==> src/hdl/svpw_pkg.sv <==
package svpw_pkg;

   localparam int PAGE_DIM_X  = 8;
   localparam int PAGE_DIM_Y  = 8;
   localparam int PAGE_DIM_Z  = 8;
   localparam int MAX_PAGES   = 64;
   localparam int PAGE_CELLS  = PAGE_DIM_X * PAGE_DIM_Y * PAGE_DIM_Z;
   localparam int TOTAL_CELLS = MAX_PAGES * PAGE_CELLS;

   localparam int COORD_W = 24;
   localparam int SCALE_W = 16;
   localparam int GRID_W  = 7;
   localparam int PROD_W  = COORD_W + SCALE_W;
   localparam int FRACI_W = 16;
   localparam int FRAC_W  = 8;
   localparam int LEVEL_W = 8;
   localparam int PAGE_W  = 6;
   localparam int CELL_W  = 9;
   localparam int SLOT_W  = $clog2(TOTAL_CELLS);
   localparam int STORE_W = 3 * FRAC_W + LEVEL_W;
   localparam int CSR_IDX_W  = 3;
   localparam int CSR_DATA_W = COORD_W;

   localparam logic [CSR_IDX_W-1:0] CSR_ORIGIN_X   = 3'd0;
   localparam logic [CSR_IDX_W-1:0] CSR_ORIGIN_Y   = 3'd1;
   localparam logic [CSR_IDX_W-1:0] CSR_ORIGIN_Z   = 3'd2;
   localparam logic [CSR_IDX_W-1:0] CSR_SCALE      = 3'd3;
   localparam logic [CSR_IDX_W-1:0] CSR_PAGES_X    = 3'd4;
   localparam logic [CSR_IDX_W-1:0] CSR_PAGES_Y    = 3'd5;
   localparam logic [CSR_IDX_W-1:0] CSR_PAGES_Z    = 3'd6;

   typedef enum logic [8:0] {
      ST_IDLE   = 9'b000000001,
      ST_CLEAR  = 9'b000000010,
      ST_MUL_X  = 9'b000000100,
      ST_MUL_Y  = 9'b000001000,
      ST_MUL_Z  = 9'b000010000,
      ST_GRID   = 9'b000100000,
      ST_PAGE_X = 9'b001000000,
      ST_LOOKUP = 9'b010000000,
      ST_WRITE  = 9'b100000000
   } state_type;

   typedef struct packed {
      logic [COORD_W-1:0] a;
      logic [SCALE_W-1:0] b;
      logic [GRID_W-1:0]  c;
   } mul_req_type;

   // floor(255 * f / 65536)
   function automatic logic [FRAC_W-1:0] frac_quant(input logic [FRACI_W-1:0] f);
      logic [FRACI_W+FRAC_W-1:0] t;
      t = {f, {FRAC_W{1'b0}}} - {{FRAC_W{1'b0}}, f};
      return t[FRACI_W+FRAC_W-1:FRACI_W];
   endfunction

endpackage

==> src/hdl/svpw_mul_add.sv <==
module svpw_mul_add (
   input  svpw_pkg::mul_req_type           req,
   output logic [svpw_pkg::PROD_W-1:0]     product
);

   assign product = svpw_pkg::PROD_W'(req.a) * svpw_pkg::PROD_W'(req.b)
                  + svpw_pkg::PROD_W'(req.c);

endmodule

==> config.mk <==
export PLATFORM = sky130hd
export DESIGN_NAME = svpw_mul_add
export DESIGN_NICKNAME = d
export VERILOG_FILES = /design/src/hdl/svpw_pkg.sv /design/src/hdl/svpw_mul_add.sv
export SDC_FILE = /design/constraint.sdc
export NUM_CORES = 1
export LEC_CHECK = 0
export ABC_AREA = 0
export BUFFER_PORTS_ARGS = -buffer_cell sky130_fd_sc_hd__buf_4
export CORE_UTILIZATION = 40
export DETAILED_ROUTE_END_ITERATION = 10
export SYNTH_ARGS = -nofsm -noshare
export SYNTH_HDL_FRONTEND = slang
export SYNTH_SLANG_ARGS = --single-unit
==> constraint.sdc <==
create_clock -name vclk -period 6.52
set_clock_uncertainty 0.1 [all_clocks]
set_input_delay 0.652 -clock vclk [all_inputs]
set_output_delay 0.652 -clock vclk [all_outputs]
set_load 0.02 [all_outputs]
==> flow_summary.ini, run 1 <==
[logic_synthesis]
syn-cell-area_mm2 = 0.01342
syn_avg_cell_area_um2 = 8.431
ys_seq_area_frac = 0
syn_nets = 2083
yosysUniqueCellTypes = 57
ys_warn_count = 0
syn_inst = 1592

[final_layout]
layout.cells.most_common = inv_1
clock_buffers = 0
synthToLayoutAreaGrowth_pct = 30.15
final_cell_mix = 399 x inv_1, 295 x fa_1, 251 x buf_4
fillers = 3034
drive_gt1_frac = 0.2684
seq_cells = 0
nets = 2330
instances_no_fill = 2279
diodes = 0
ff_latch_area_um2 = 0

[sta]
slew_viol_final = 0
max_freq_mhz = 147.5
final-setup-viol-count = 17
finalHoldViolations = 0
period_share = 1.040
fin_crit_ps = 6781
rsz0062_at_grt = yes
fin_ws_ps = -260.8
hold-worst-slack_ps = 1531
tightest_slew_ps = 620.2
slew_headroom = 0.5840

[floorplan]
ios = 87
dieArea_mm2 = 0.03429
rows = 66
die_h_um = 185.2
initial_core_util = 0.4094
coreArea_mm2 = 0.03278
die_w_um = 185.2

[critical_path]
worstPathRequired_ps = 5770
start_kind = input port
arrival_ps = 6030
end_kind = output pin
crit_fanout = 15
critPathKind = input port to output pin

[route]
dr_total_vias = 11120
dr.pass1.iters = 4
wirelength_um = 35970
wl_per_cell_um = 15.78
ant_nets = 0
drc = 0
dr.first_iter.drc_count = 396
viasPerCell = 4.880

[global_route]
met2_usage = 0.3958
grt_pass1_vias = 12050
gr-max-usage-layer = met2
grt-ovfl-total = 0
antenna_found_initial = 0
grtUsageMet1 = 0.2822
grt_util_all_layers = 0.2174
grt_pass1_wl_um = 59250
grt_start_max_net_pins = 25
met3_usage = 0.01239

[placement]
port_buffers = 87
dp_slack_ps = -558.1
gp_congestion = 0.9330
hpwl_um = 30830
dp_cells = 2247

[worst_hold_path]
hold_path_class = input port to output pin

[run]
maxCapViolCount = 0

[run_status]
violations = setup timing
status = complete, but fails checks

[clocking]
hold_buffers = 0
==> timing repair <==
action	CTS	global route
gates cloned	1	3
setup buffers	16	14
setup endpoints to repair	23	25
pin swaps	84	67
resized for setup	172	113
==> stage by stage <==
step,util,area (um2),setup TNS [ps]
after floorplan,-,13630,-49.70
after CTS,0.5137,16840,-3689
after detailed placement,0.4861,15940,-8278
final,0.5329,17470,-3005
after global placement,0.4861,15940,-7858
after global routing,0.5329,17470,-6530
==> Yosys cell counts, types with 2 or more instances <==
| cell | number | area share |
|---|---|---|
| nand3_1 | 7 | 0.0026 |
| a31oi_1 | 6 | 0.0028 |
| and2_1 | 185 | 0.086 |
| o221ai_1 | 2 | 0.0013 |
| fa_1 | 313 | 0.47 |
| buf_2 | 3 | 0.0011 |
| o2111ai_2 | 2 | 0.0022 |
| nor2b_1 | 3 | 0.0014 |
| or2_2 | 2 | 0.00093 |
| clkbuf_1 | 61 | 0.017 |
| a21o_2 | 2 | 0.0013 |
| a21oi_2 | 2 | 0.0013 |
| o31ai_1 | 2 | 0.0011 |
| a21oi_1 | 33 | 0.012 |
| o21a_1 | 3 | 0.0017 |
| xor2_1 | 16 | 0.010 |
| xnor2_1 | 17 | 0.011 |
| o21ai_2 | 3 | 0.0020 |
| nand2_1 | 242 | 0.068 |
| inv_1 | 422 | 0.12 |
| nand3b_1 | 3 | 0.0017 |
| nor3_1 | 2 | 0.00075 |
| a21o_1 | 20 | 0.011 |
| nand4_1 | 6 | 0.0028 |
| and4_1 | 4 | 0.0026 |
| o211ai_1 | 8 | 0.0045 |
| ha_1 | 131 | 0.12 |
| o21ai_0 | 16 | 0.0060 |
| and3_1 | 11 | 0.0051 |
| a21boi_0 | 3 | 0.0017 |
| nor2_1 | 24 | 0.0067 |
| o21bai_1 | 5 | 0.0028 |
| a211oi_1 | 9 | 0.0050 |
==> cells by family (layout without fill, tap and decap cells) <==
kind of cell | count (synthesis) | after routing | synth area share
adders and majority gates | 444 | 444 | 0.5889
muxes | 1 | 1 | 0.0007457
AOI/OAI and AO/OA | 128 | 128 | 0.06758
and+or+nand+nor | 495 | 495 | 0.1817
buffers and inverters | 491 | 736 | 0.1395
xor gates and xnor gates | 33 | 33 | 0.02153
==> area by class of cell <==
class / count / area [um2] / area share
multi-input cells: 1101 / 12470 / 0.7137
inverters: 422 / 1584 / 0.09067
well taps: 442 / 553.0 / 0.03166
repair buffers: 314 / 2865 / 0.1640
==> routing by layer <==
layer | part of all wire | wire length, um
met5 | 0 | 0
met4 | 0.025 | 895
met1 | 0.42 | 15000
met2 | 0.52 | 18590
met3 | 0.041 | 1477
==> worst paths after layout <==
check / cells after the start / slack [ps] / endpoint / start
max: 19 / -260 / product[33] / req[32]
min: 3 / 1530 / product[0] / req[0]
==> critical path, stage by stage <==
cell      delay (ps)
buf_12           130
buf_4            130
and2_1           160
fa_1             490
fa_1             550
fa_1             560
fa_1             520
fa_1             500
inv_1             50
fa_1             470
inv_1             60
ha_4             290
and4_4           230
nand4_1          100
a211oi_2         280
nor3b_4          110
o41a_1           390
xnor2_2          190
buf_4            170
Power of run 1 is left out: the tool's default activity adds up to more than one toggle a clock period on the data nets, which glitch-free logic cannot reach.
==> run 2: changes to the inputs <==
clock period = 5.6 ns   (was 6.52 ns; I/O delays follow)
==> run 2 against run 1 <==
The flow still finishes with violations (setup timing). Design area up 6.2%. Worst setup slack worse by 730 ps. Die area unchanged. First-iteration DRC count up 15%. Non-clock buffer count up 39.
==> flow_summary.ini, run 2 (synthesis gave the netlist of run 1 again) <==
[critical_path]
critPathKind = input port to output pin
worstPathRequired_ps = 4940
arrival_ps = 5930
end_kind = output pin
start_kind = input port
crit_fanout = 6

[sta]
tightest_slew_ps = 417.8
fin_crit_ps = 6592
slew_headroom = 0.7198
finalHoldViolations = 0
fin_ws_ps = -992.0
final-setup-viol-count = 30
max_freq_mhz = 151.7
slew_viol_final = 0
period_share = 1.177
rsz0062_at_grt = yes

[final_layout]
diodes = 0
fin_area_mm2 = 0.01855
post-route-util = 0.5658
layout.cells.most_common = inv_1
fillers = 2952
clock_buffers = 0
synthToLayoutAreaGrowth_pct = 38.20
ff_latch_area_um2 = 0
final_cell_mix = 379 x inv_1, 285 x fa_1, 248 x buf_4
seq_cells = 0
nets = 2369
drive_gt1_frac = 0.3246
instances_no_fill = 2318

[run]
maxCapViolCount = 0

[global_route]
grt_util_all_layers = 0.2291
antenna_found_initial = 1
grt-ovfl-total = 0
grt_pass1_wl_um = 61410
grt_start_max_net_pins = 19
grt_pass1_vias = 12170

[floorplan]
initial_core_util = 0.4094
die_w_um = 185.2
coreArea_mm2 = 0.03278
dieArea_mm2 = 0.03429
die_h_um = 185.2
rows = 66
ios = 87

[route]
dr.pass1.iters = 5
viasPerCell = 4.963
drc = 0
dr.first_iter.drc_count = 457
wl_per_cell_um = 17.26
wirelength_um = 40020
dr_total_vias = 11500
ant_nets = 0

[placement]
dp_cells = 2256
port_buffers = 87
gp_congestion = 0.9028
place_area_mm2 = 0.01642
hpwl_um = 31130
dp_slack_ps = -1163

[worst_hold_path]
hold_path_class = input port to output pin
min_to = product[0]
hold_path_depth = 3
min_from = req[0]

[clocking]
hold_buffers = 0

[run_status]
status = complete, but fails checks
violations = setup timing
==> run 2: critical path, cell delays in order <==
cell and delay, ps:
buf_12 120, buf_6 110, and2_4 130, fa_1 560, fa_1 450, fa_1 610, fa_2 490, fa_1 580
inv_2 50, fa_1 510, inv_2 50, ha_4 290, and4_4 220, nand4_1 110, a211oi_2 300, nor3b_4 100
o41a_1 380, xnor2_2 150, buf_4 150
==> run 2: metal layers <==
layer,global-route usage,share of wire,vias up
li1,-,-,5223
met1,0.2856,0.39,5921
met2,0.4283,0.53,290
met3,0.01042,0.049,70
met4,0.06248,0.030,0
met5,0,0,-
==> run 2: cell type report <==
class / instances / area [um2] / area share
tap: 442 / 553.0 / 0.02981
inverter: 422 / 1584 / 0.08539
multi-input combinational: 1101 / 12820 / 0.6912
timing repair buffer: 353 / 3591 / 0.1936
==> run 2: worst max-delay path by stage <==
stage	slack, ps	to	start
2_1_floorplan	-740	product[39]	req[31]
3_3_place_gp	-1140	product[37]	req[8]
3_5_place_dp	-1160	product[37]	req[8]
4_1_cts	-1080	product[33]	req[17]
5_1_grt	-1120	product[34]	req[32]
6_report	-990	product[33]	req[22]
==> run 2: per-stage QoR <==
stage,hold WS [ps],TNS [ps]
6_report,1343,-21890
5_1_grt,1371,-26240
4_1_cts,1345,-23060
3_5_place_dp,1343,-27950
3_3_place_gp,1350,-26910
2_1_floorplan,1230,-11600
==> run 2: timing repair <==
item | in CTS | in global routing
pin swaps | 99 | 108
setup endpoints to repair | 31 | 31
cloned | 5 | 9
buffers inserted | 24 | 30
resized for setup | 204 | 140
Power of run 2 is left out for the same reason.
==> run 3: changes to the inputs <==
CORE_UTILIZATION = 59   (was 40)
PLACE_DENSITY = 0.81   (was default)
SLEW_MARGIN = 30   (was default)
==> run 3 against run 2 <==
The flow still finishes with violations (setup timing). Utilization is 24 points higher. Worst setup slack worse by 96 ps. Die area is 32% lower. Global-route usage is 11 points higher. Fmax is 1.4% lower. Design area is 4.3% lower. Clock-buffer cell count stayed put. Sequential cell count stayed put. Critical path depth is 4 higher. First-iteration DRC count is 58% higher. Wire length is 0.43% higher. Non-clock buffer count is 21 lower. Highest routed layer unchanged.
==> flow_summary.ini, run 3 (synthesis gave the netlist of run 1 again) <==
[run_status]
status = complete, but fails checks
violations = setup timing

[route]
viasPerCell = 5.603
dr.pass1.iters = 5
drc = 0
wl_per_cell_um = 18.82
ant_nets = 0
dr_total_vias = 11960
dr.first_iter.drc_count = 723
wirelength_um = 40190

[floorplan]
dieArea_mm2 = 0.02336
die_h_um = 152.8
initial_core_util = 0.6075
coreArea_mm2 = 0.02209
ios = 87
rows = 54
die_w_um = 152.8

[final_layout]
diodes = 0
seq_cells = 0
final_cell_mix = 389 x inv_1, 287 x fa_1, 254 x buf_4
nets = 2348
fin_area_mm2 = 0.01776
drive_gt1_frac = 0.3051
clock_buffers = 0
layout.cells.most_common = inv_1
synthToLayoutAreaGrowth_pct = 32.31
fillers = 1263
ff_latch_area_um2 = 0

[sta]
rsz0062_at_grt = yes
tightest_slew_ps = 442.2
slew_headroom = 0.7042
fin_tns_setup_ps = -24130
max_freq_mhz = 149.5
period_share = 1.194
hold-worst-slack_ps = 1400
fin_crit_ps = 6688
finalHoldViolations = 0
fin_ws_ps = -1088
final-setup-viol-count = 31
slew_viol_final = 0

[critical_path]
arrival_ps = 6030
end_kind = output pin
crit_fanout = 8
start_kind = input port
worstPathRequired_ps = 4940
critPathKind = input port to output pin

[worst_hold_path]
min_from = req[0]
hold_path_class = input port to output pin
min_to = product[0]
hold_path_depth = 3

[global_route]
grt_pass1_wl_um = 62120
antenna_found_initial = 0
grt_pass1_vias = 12930
grt-ovfl-total = 0
grt_util_all_layers = 0.3343
grt_start_max_net_pins = 25

[placement]
place_area_mm2 = 0.01620
hpwl_um = 30740
gp_congestion = 0.9429
dp_slack_ps = -1119
port_buffers = 87

[run]
maxCapViolCount = 0

[clocking]
hold_buffers = 0
==> run 3: cell count changes in the layout (fill, tap and decap cells not counted), moves of 4 or more <==
cell       before  now
inv_1         379  389
inv_2          43   33
buf_6          54   47
buf_4         248  254
buf_16          9    4
buf_8          10    5
clkbuf_16       9    4
o21ai_1         2    7
o21ai_2         7    2
a21oi_2        13   17
and2_1        152  156
and2_4         33   29
==> run 3: cell type report <==
class	count	area, um2	share of cell area
timing repair buffer	332	3082	0.1735
inverter	422	1584	0.08919
tap	280	350.3	0.01973
multi-input combinational	1101	12740	0.7176
==> run 3: critical path, cell delays in order <==
cell and delay, ps:
buf_12 120, buf_6 110, and2_4 120, fa_1 490, inv_1 60, fa_1 500
fa_2 570, inv_2 50, fa_2 450, fa_1 550, inv_1 70, fa_1 490
inv_1 70, ha_4 310, buf_4 160, nand2_1 60, o21ai_1 280, inv_1 100
o211ai_2 100, a2bb2oi_2 190, a221oi_2 70, or3_4 390, buf_6 140
==> run 3: how the worst max path moves through the flow <==
stage	startpoint	end	slack [ps]	cells past startpoint
after CTS	req[27]	product[33]	-1000	21
final	req[13]	product[39]	-1090	23
after global placement	req[37]	product[39]	-1100	22
after detailed placement	req[8]	product[39]	-1120	22
after floorplan	req[31]	product[39]	-740	21
after global routing	req[13]	product[35]	-1180	24
==> run 3: metrics by stage <==
step | std cells | utilization
global placement | 2092 | 0.7333
finish | 2135 | 0.8038
CTS | 2116 | 0.7786
floorplan | 1592 | -
global route | 2135 | 0.8038
detailed placement | 2092 | 0.7333
==> run 3: repair_timing <==
| action | CTS | global route |
|---|---|---|
| resized for setup | 195 | 88 |
| setup buffers | 24 | 16 |
| setup endpoints to repair | 31 | 32 |
| cloned | 1 | 4 |
| pin swaps | 99 | 65 |
==> run 3: routing by layer <==
metal / global-route usage / wire length, um / part of all wire / up-vias
li1: - / - / - / 5194
met1: 0.3964 / 13780 / 0.34 / 5964
met2: 0.6166 / 21510 / 0.54 / 618
met3: 0.01871 / 2630 / 0.065 / 186
met4: 0.1684 / 2270 / 0.056 / 0
met5: 0 / 0 / 0 / -
Power of run 3 is left out for the same reason.
